## config.mk

```make
export PLATFORM = sky130hd
export DESIGN_NAME = video_scroll_address_registers
export DESIGN_NICKNAME = d
export VERILOG_FILES = /design/src/sv/vsar_pkg.sv /design/src/sv/vsar_core.sv /design/src/sv/video_scroll_address_registers.sv
export SDC_FILE = /design/constraint.sdc
export NUM_CORES = 1
export LEC_CHECK = 0
export BUFFER_PORTS_ARGS = -buffer_cell sky130_fd_sc_hd__buf_2
export CORE_MARGIN = 2
export CORE_UTILIZATION = 58
export DETAILED_ROUTE_END_ITERATION = 6
export PLACE_DENSITY = 0.87
export REMOVE_ABC_BUFFERS = 1
export SETUP_SLACK_MARGIN = 0.1
export SLEW_MARGIN = 30
export SYNTH_ARGS = -nofsm -noshare
export SYNTH_HDL_FRONTEND = slang
export SYNTH_HIERARCHICAL = 1
export SYNTH_SLANG_ARGS = --single-unit
```

## constraint.sdc

```tcl
create_clock -name clk -period 12.16 [get_ports clk]
set_clock_uncertainty 0.2 [all_clocks]
set_input_delay 1.216 -clock clk [delete_from_list [all_inputs] [get_ports clk]]
set_output_delay 1.216 -clock clk [all_outputs]
set_load 0.005 [all_outputs]
```

## src/sv/vsar_pkg.sv

```systemverilog
`timescale 1ns / 1ps
// Shared types and codes for the video scroll address register block.
// No dependencies; every other file of the block imports this package.
package vsar_pkg;

	// Item opcodes
	localparam logic [3:0] OP_READ       = 4'd0;
	localparam logic [3:0] OP_WRITE      = 4'd1;
	localparam logic [3:0] OP_COARSE_X   = 4'd2;
	localparam logic [3:0] OP_FINE_Y     = 4'd3;
	localparam logic [3:0] OP_COPY_HORIZ = 4'd4;
	localparam logic [3:0] OP_COPY_VERT  = 4'd5;
	localparam logic [3:0] OP_VBLANK     = 4'd6;
	localparam logic [3:0] OP_FRAME_CLR  = 4'd7;
	localparam logic [3:0] OP_SPR0_HIT   = 4'd8;

	// CPU register numbers
	localparam logic [2:0] REG_CONTROL  = 3'd0;
	localparam logic [2:0] REG_MASK     = 3'd1;
	localparam logic [2:0] REG_STATUS   = 3'd2;
	localparam logic [2:0] REG_OAM_ADDR = 3'd3;
	localparam logic [2:0] REG_OAM_DATA = 3'd4;
	localparam logic [2:0] REG_SCROLL   = 3'd5;
	localparam logic [2:0] REG_ADDR     = 3'd6;
	localparam logic [2:0] REG_DATA     = 3'd7;

	// Start of palette space; data reads at or above skip the buffer
	localparam logic [15:0] PALETTE_BASE = 16'h3f00;

	typedef struct packed {
		logic [3:0] opcode;
		logic [2:0] reg_index;
		logic [7:0] write_data;
		logic [7:0] vram_read_data;
	} item_t;

	typedef struct packed {
		logic [7:0]  read_data;
		logic        vram_write_enable;
		logic [15:0] vram_write_address;
		logic [7:0]  vram_write_data;
		logic        oam_write_enable;
		logic [7:0]  oam_write_address;
		logic [7:0]  oam_write_data;
		logic        nmi_request;
		logic [15:0] current_address;
		logic [2:0]  fine_x_scroll;
		logic [7:0]  control_byte;
		logic [7:0]  mask_byte;
	} result_t;

	// Horizontal tile step: wrap coarse X and switch horizontal nametable
	function automatic logic [15:0] coarse_x_inc(input logic [15:0] v);
		logic [15:0] r;
		if (v[4:0] == 5'h1f) begin
			r = {v[15:11], ~v[10], v[9:5], 5'h00};
		end else begin
			r = v + 16'd1;
		end
		return r;
	endfunction

	// Vertical pixel step: fine Y, then coarse Y with the row 29 wrap
	function automatic logic [15:0] fine_y_inc(input logic [15:0] v);
		logic [15:0] r;
		r = v;
		if (v[14:12] != 3'h7) begin
			r[14:12] = v[14:12] + 3'd1;
		end else begin
			r[14:12] = 3'h0;
			if (v[9:5] == 5'd29) begin
				r[9:5] = 5'd0;
				r[11]  = ~v[11];
			end else if (v[9:5] == 5'd31) begin
				r[9:5] = 5'd0;
			end else begin
				r[9:5] = v[9:5] + 5'd1;
			end
		end
		return r;
	endfunction

endpackage

```

## src/sv/vsar_core.sv

```systemverilog
`timescale 1ns / 1ps
// Register state and combinational update logic of the scroll address block.
// Depends on vsar_pkg for the item and result types and the codes.
module vsar_core (
	input  logic             clk,
	input  logic             arst_n,
	input  logic             fire,
	input  vsar_pkg::item_t  item,
	output vsar_pkg::result_t result
);
	import vsar_pkg::*;

	logic [15:0] vaddr_q, vaddr_d;
	logic [14:0] taddr_q, taddr_d;
	logic [2:0]  fine_x_q, fine_x_d;
	logic        toggle_q, toggle_d;
	logic [7:0]  rbuf_q, rbuf_d;
	logic [7:0]  oam_ptr_q, oam_ptr_d;
	logic [7:0]  ctrl_q, ctrl_d;
	logic [7:0]  mask_q, mask_d;
	logic        vblank_q, vblank_d;
	logic        spr0_q, spr0_d;
	logic        rendering;
	logic [15:0] port_step;

	assign rendering = |mask_q[4:3];
	assign port_step = ctrl_q[2] ? 16'd32 : 16'd1;

	always_comb begin
		vaddr_d   = vaddr_q;
		taddr_d   = taddr_q;
		fine_x_d  = fine_x_q;
		toggle_d  = toggle_q;
		rbuf_d    = rbuf_q;
		oam_ptr_d = oam_ptr_q;
		ctrl_d    = ctrl_q;
		mask_d    = mask_q;
		vblank_d  = vblank_q;
		spr0_d    = spr0_q;
		result    = '0;

		unique case (item.opcode)
			OP_READ: begin
				if (item.reg_index == REG_STATUS) begin
					result.read_data = {vblank_q, spr0_q, 6'd0};
					vblank_d = 1'b0;
					toggle_d = 1'b0;
				end else if (item.reg_index == REG_DATA) begin
					if (vaddr_q < PALETTE_BASE) begin
						result.read_data = rbuf_q;
						rbuf_d = item.vram_read_data;
					end else begin
						result.read_data = item.vram_read_data;
					end
					vaddr_d = vaddr_q + port_step;
				end
			end
			OP_WRITE: begin
				unique case (item.reg_index)
					REG_CONTROL: begin
						ctrl_d  = item.write_data;
						taddr_d = {taddr_q[14:12], item.write_data[1:0], taddr_q[9:0]};
					end
					REG_MASK: mask_d = item.write_data;
					REG_OAM_ADDR: oam_ptr_d = item.write_data;
					REG_OAM_DATA: begin
						result.oam_write_enable  = 1'b1;
						result.oam_write_address = oam_ptr_q;
						result.oam_write_data    = item.write_data;
						oam_ptr_d = oam_ptr_q + 8'd1;
					end
					REG_SCROLL: begin
						if (!toggle_q) begin
							fine_x_d = item.write_data[2:0];
							taddr_d  = {taddr_q[14:5], item.write_data[7:3]};
						end else begin
							taddr_d = {item.write_data[2:0], taddr_q[11:10],
								item.write_data[7:3], taddr_q[4:0]};
						end
						toggle_d = ~toggle_q;
					end
					REG_ADDR: begin
						if (!toggle_q) begin
							taddr_d = {1'b0, item.write_data[5:0], taddr_q[7:0]};
						end else begin
							taddr_d = {taddr_q[14:8], item.write_data};
							vaddr_d = {1'b0, taddr_q[14:8], item.write_data};
						end
						toggle_d = ~toggle_q;
					end
					REG_DATA: begin
						result.vram_write_enable  = 1'b1;
						result.vram_write_address = vaddr_q;
						result.vram_write_data    = item.write_data;
						vaddr_d = vaddr_q + port_step;
					end
					default: ;
				endcase
			end
			OP_COARSE_X: if (rendering) vaddr_d = coarse_x_inc(vaddr_q);
			OP_FINE_Y:   if (rendering) vaddr_d = fine_y_inc(vaddr_q);
			OP_COPY_HORIZ: begin
				if (rendering) begin
					vaddr_d = {vaddr_q[15:11], taddr_q[10], vaddr_q[9:5], taddr_q[4:0]};
				end
			end
			OP_COPY_VERT: begin
				if (rendering) begin
					vaddr_d = {vaddr_q[15], taddr_q[14:11], vaddr_q[10],
						taddr_q[9:5], vaddr_q[4:0]};
				end
			end
			OP_VBLANK: begin
				vblank_d = 1'b1;
				result.nmi_request = ctrl_q[7];
			end
			OP_FRAME_CLR: begin
				vblank_d = 1'b0;
				spr0_d   = 1'b0;
			end
			OP_SPR0_HIT: spr0_d = 1'b1;
			default: ;
		endcase

		result.current_address = vaddr_d;
		result.fine_x_scroll   = fine_x_d;
		result.control_byte    = ctrl_d;
		result.mask_byte       = mask_d;
	end

	always_ff @(posedge clk or negedge arst_n) begin
		if (!arst_n) begin
			vaddr_q   <= '0;
			taddr_q   <= '0;
			fine_x_q  <= '0;
			toggle_q  <= 1'b0;
			rbuf_q    <= '0;
			oam_ptr_q <= '0;
			ctrl_q    <= '0;
			mask_q    <= '0;
			vblank_q  <= 1'b0;
			spr0_q    <= 1'b0;
		end else if (fire) begin
			vaddr_q   <= vaddr_d;
			taddr_q   <= taddr_d;
			fine_x_q  <= fine_x_d;
			toggle_q  <= toggle_d;
			rbuf_q    <= rbuf_d;
			oam_ptr_q <= oam_ptr_d;
			ctrl_q    <= ctrl_d;
			mask_q    <= mask_d;
			vblank_q  <= vblank_d;
			spr0_q    <= spr0_d;
		end
	end

endmodule

```

## src/sv/video_scroll_address_registers.sv

```systemverilog
`timescale 1ns / 1ps
// Channel   Dir  Handshake                  Payload
// item      in   item_valid / item_stall     vsar_pkg::item_t   (opcode, reg, data, vram byte)
// result    out  result_valid / result_stall vsar_pkg::result_t (one per item)
//
// Throughput is one transaction per cycle while the result is not stalled; an accepted
// item passes through the input register, then the result register.
// The update logic in vsar_core sits between those two registers and sets
// the clock period. arst_n clears all state and both valid bits at once;
// no clearing pass is needed. A stalled result holds the pipeline: item_stall
// rises only when the input register is full and the result cannot drain.
//
// Top level of the video scroll address register block.
// Depends on vsar_pkg and vsar_core.
module video_scroll_address_registers (
	input  logic              clk,
	input  logic              arst_n,
	input  logic              item_valid,
	output logic              item_stall,
	input  vsar_pkg::item_t   item,
	output logic              result_valid,
	input  logic              result_stall,
	output vsar_pkg::result_t result
);
	import vsar_pkg::*;

	logic    valid_s1;
	item_t   item_s1;
	logic    valid_s2;
	result_t result_s2;
	result_t core_result;
	logic    advance;
	logic    fire;

	// Move forward whenever the result register is empty or being drained
	assign advance    = !(valid_s2 && result_stall);
	assign fire       = valid_s1 && advance;
	assign item_stall = valid_s1 && !advance;

	// Input register: load a new transaction whenever not stalled
	always_ff @(posedge clk or negedge arst_n) begin
		if (!arst_n) begin
			valid_s1 <= 1'b0;
		end else if (!item_stall) begin
			valid_s1 <= item_valid;
		end
	end

	always_ff @(posedge clk) begin
		if (!item_stall && item_valid) begin
			item_s1 <= item;
		end
	end

	// State update and result formation; state commits only on fire
	vsar_core u_core (
		.clk    (clk),
		.arst_n (arst_n),
		.fire   (fire),
		.item   (item_s1),
		.result (core_result)
	);

	// Result register: hold while the consumer stalls
	always_ff @(posedge clk or negedge arst_n) begin
		if (!arst_n) begin
			valid_s2 <= 1'b0;
		end else if (advance) begin
			valid_s2 <= valid_s1;
		end
	end

	always_ff @(posedge clk) begin
		if (fire) begin
			result_s2 <= core_result;
		end
	end

	assign result_valid = valid_s2;
	assign result       = result_s2;

endmodule

```

==> run summary <==
Startpoint Class -> input port
Max-slew headroom -> 38.52%
XOR/XNOR share of the synthesized area -> 0.6897%
first-pass GRT wire length -> 34.94 mm
Setup CP Type -> in -> reg
Inserted Clock Buffers -> 17
Setup TNS -> 0 ns
Worst-path clk slew -> 0.07 ns
# resized after CTS -> 0
Die H -> 127.8 um
RSZ-0062 raised after global routing -> false
post-route cell area -> 10,170 sq um
Synth Instances -> 809
vias in the first global route -> 6,611
dpl cell area -> 9519 sq um
Hold Crit Class -> reg -> reg
maximum VDD drop -> 0.0001239 V
vias -> 7,078
Lkg Pwr -> 4.158 nW
Area contributors post-synth -> edfxtp_1 37%, dfrtp_1 20%, mux2_2 5.1%, and3_1 3.5%, nand2_1 3.4%
GRT Total Usage -> 27.64%
Setup Buffers After CTS -> 0
Routed Antenna Nets -> 0
CTS Hold Bufs -> 0
crit path capture type -> flip-flop
mux cell area share after synthesis -> 6.418%
register area share after synthesis -> 56.81%
Synth Area in Compound Gates -> 13.64%
Data arrival, critical path -> 3.90 ns
Die W -> 127.8 um
DR iter-0 viols -> 990
asr flop ratio synth -> 39.44%
worst-margin pin slew -> 0.9222 ns
Tcrit/Tclk final -> 30.69%
synthesized area -> 8890 sq um
largest family of logic cells by synthesized area -> simple AND/OR/NAND/NOR gates
synthesized area per cell -> 10.99 sq um
Root Buffer -> clkbuf_16
core area -> 15,090 sq um
WP data required -> 12.32 ns
Area Growth Syn to Fin -> 14.44%
Unique masters post-synth -> 72
Simple-Gate Fraction of Synth Area -> 17.83%
WL/cell -> 20.35 um
fmax -> 0.2679 GHz
number of vias per cell -> 6.494
CTS Buffer Depth -> 2
worst-skew pair later-pin latency -> 0.43 ns
final net count -> 927
drt pass-1 iters -> 6
GPL Wtd Cong -> 0.9424
ANT cells -> 0
Main synth FF type -> edfxtp_1
H-tree lvl count -> 4
commonest non-fill, non-tap cells in the layout -> 113 x buf_2, 109 x edfxtp_1, 80 x nor2_1, 80 x nand2_1, 71 x dfrtp_1
initial antenna violation count -> 0
CTS tree -> built
final WL -> 22.18 mm
port buffer count -> 114
initial core utilization -> 58.91%
number of enable flip-flop cells after synthesis -> 109
Ports -> 115
final hold viol count -> 0
DRC errors left -> 0
number of cell rows -> 45
Ys Warns -> 6
GRT overflow -> 0
area share of the leading cell type in the synthesized netlist -> 36.82%
DP HPWL -> 13.80 mm
Setup-failing EPs final -> 0
Crit Path Max Fanout -> 75
most common cell after layout, fill and taps aside -> buf_2
run status -> finished clean
Max Cap Viol -> 0
Max Slew Vio Count -> 0
cell area power density -> 166.0 nW/um^2
share of layout cells above drive strength 1 -> 22.95%
Tmin final -> 3.732 ns
post-synthesis cell type with the largest combined area -> edfxtp_1
final hold slack -> 0.2963 ns
Yosys reg bits -> 180
largest net degree at the start of global routing -> 76
Synth Area in Adders -> 1.548%
TritonCTS Sinks -> 180
Die Area -> 16,330 sq um
[synthesized netlist by cell type, drive strengths merged, types with 5 or more instances]
library cell / n
inv: 8
a221o: 6
a21oi: 34
nor2: 80
a31oi: 12
a221oi: 5
nand2: 80
a22oi: 15
mux2i: 12
and4: 5
clkbuf: 42
edfxtp: 109
and2: 7
buf: 16
a21o: 5
o22ai: 5
o21ai: 51
a211oi: 5
dfrtp: 71
nand2b: 9
nor4: 10
nor3: 16
ha: 11
o31ai: 9
mux2: 40
nand4: 8
o211ai: 9
and3: 50
nand3: 19
[through the flow]
step | utilization (%) | total power (W) | instances | setup WS, ns
4_1_cts | 67.39 | 0.001687 | 1090 | 8.477
6_report | 67.42 | 0.001689 | 1090 | 8.428
5_1_grt | 67.42 | 0.001757 | 1090 | 8.148
3_5_place_dp | 63.08 | 0.001080 | 1058 | 8.026
2_1_floorplan | - | 0.0009828 | 751 | -2.271
3_3_place_gp | 63.04 | 0.001073 | 1058 | 8.134
[logic make-up (layout without fill, tap and decap cells)]
group,after synthesis,in the layout
flops,180,180
mux,52,52
buf+inv,66,159
compound gates,184,184
xor+xnor,7,7
fa+ha+maj,11,11
simple gates,309,309
[routing by layer]
metal / routed length, um / global-route usage, % / part of all wire, %
met1: 9064 / 38.28 / 41
met2: 10200 / 42.06 / 46
met4: 714 / 11.18 / 3.2
met5: 0 / 0 / 0
met3: 2205 / 7.220 / 9.9
[registers in the layout, indices dropped and copies added, names as in the netlist, 3 cells and up]
name              cells
item_s1              23
result               86
u_core/ctrl_q         8
u_core/fine_x_q       3
u_core/mask_q         8
u_core/oam_ptr_q      8
u_core/rbuf_q         8
u_core/taddr_q       15
u_core/vaddr_q       16
[worst paths after layout]
| kind | from | to | slack [ns] | cells past startpoint |
|---|---|---|---|---|
| setup / recovery | result_stall | u_core/oam_ptr_q[6] | 8.43 | 8 |
| max in group asynchronous | arst_n | u_core/ctrl_q[3] | 10.69 | 1 |
| setup reg to reg | item_s1[22] | result[26] | 8.68 | 7 |
| min in group asynchronous | arst_n | u_core/vaddr_q[13] | 0.60 | 1 |
| hold reg to reg | u_core/taddr_q[2] | u_core/taddr_q[2] | 0.30 | 2 |
| hold / removal | u_core/taddr_q[2] | u_core/taddr_q[2] | 0.30 | 2 |
[critical path, stage by stage]
cell      delay (ns)
buf_2           0.13
a21boi_4        0.12
buf_4           0.52
buf_4           0.79
nand2_1         0.20
nor2_1          0.54
a21oi_1         0.16
a21oi_1         0.14
[cell type report]
cell class	count	area, sq um
Timing Repair Buffer	119	614.3
Multi-Input combinational cell	563	3595
Clock inverter	15	224.0
Tap cell	188	235.2
Inverter	8	30.03
Sequential cell	180	5050
Fill cell	1121	4916
Clock buffer	17	425.4
[report_power, final]
part           switching [W]  total [W]  internal, W
clock               0.000241   0.000607     0.000366
sequential         0.0000834   0.000819     0.000736
combinational       0.000152   0.000262     0.000110
total               0.000476    0.00169      0.00121
Power figures use the tool's default switching activity.
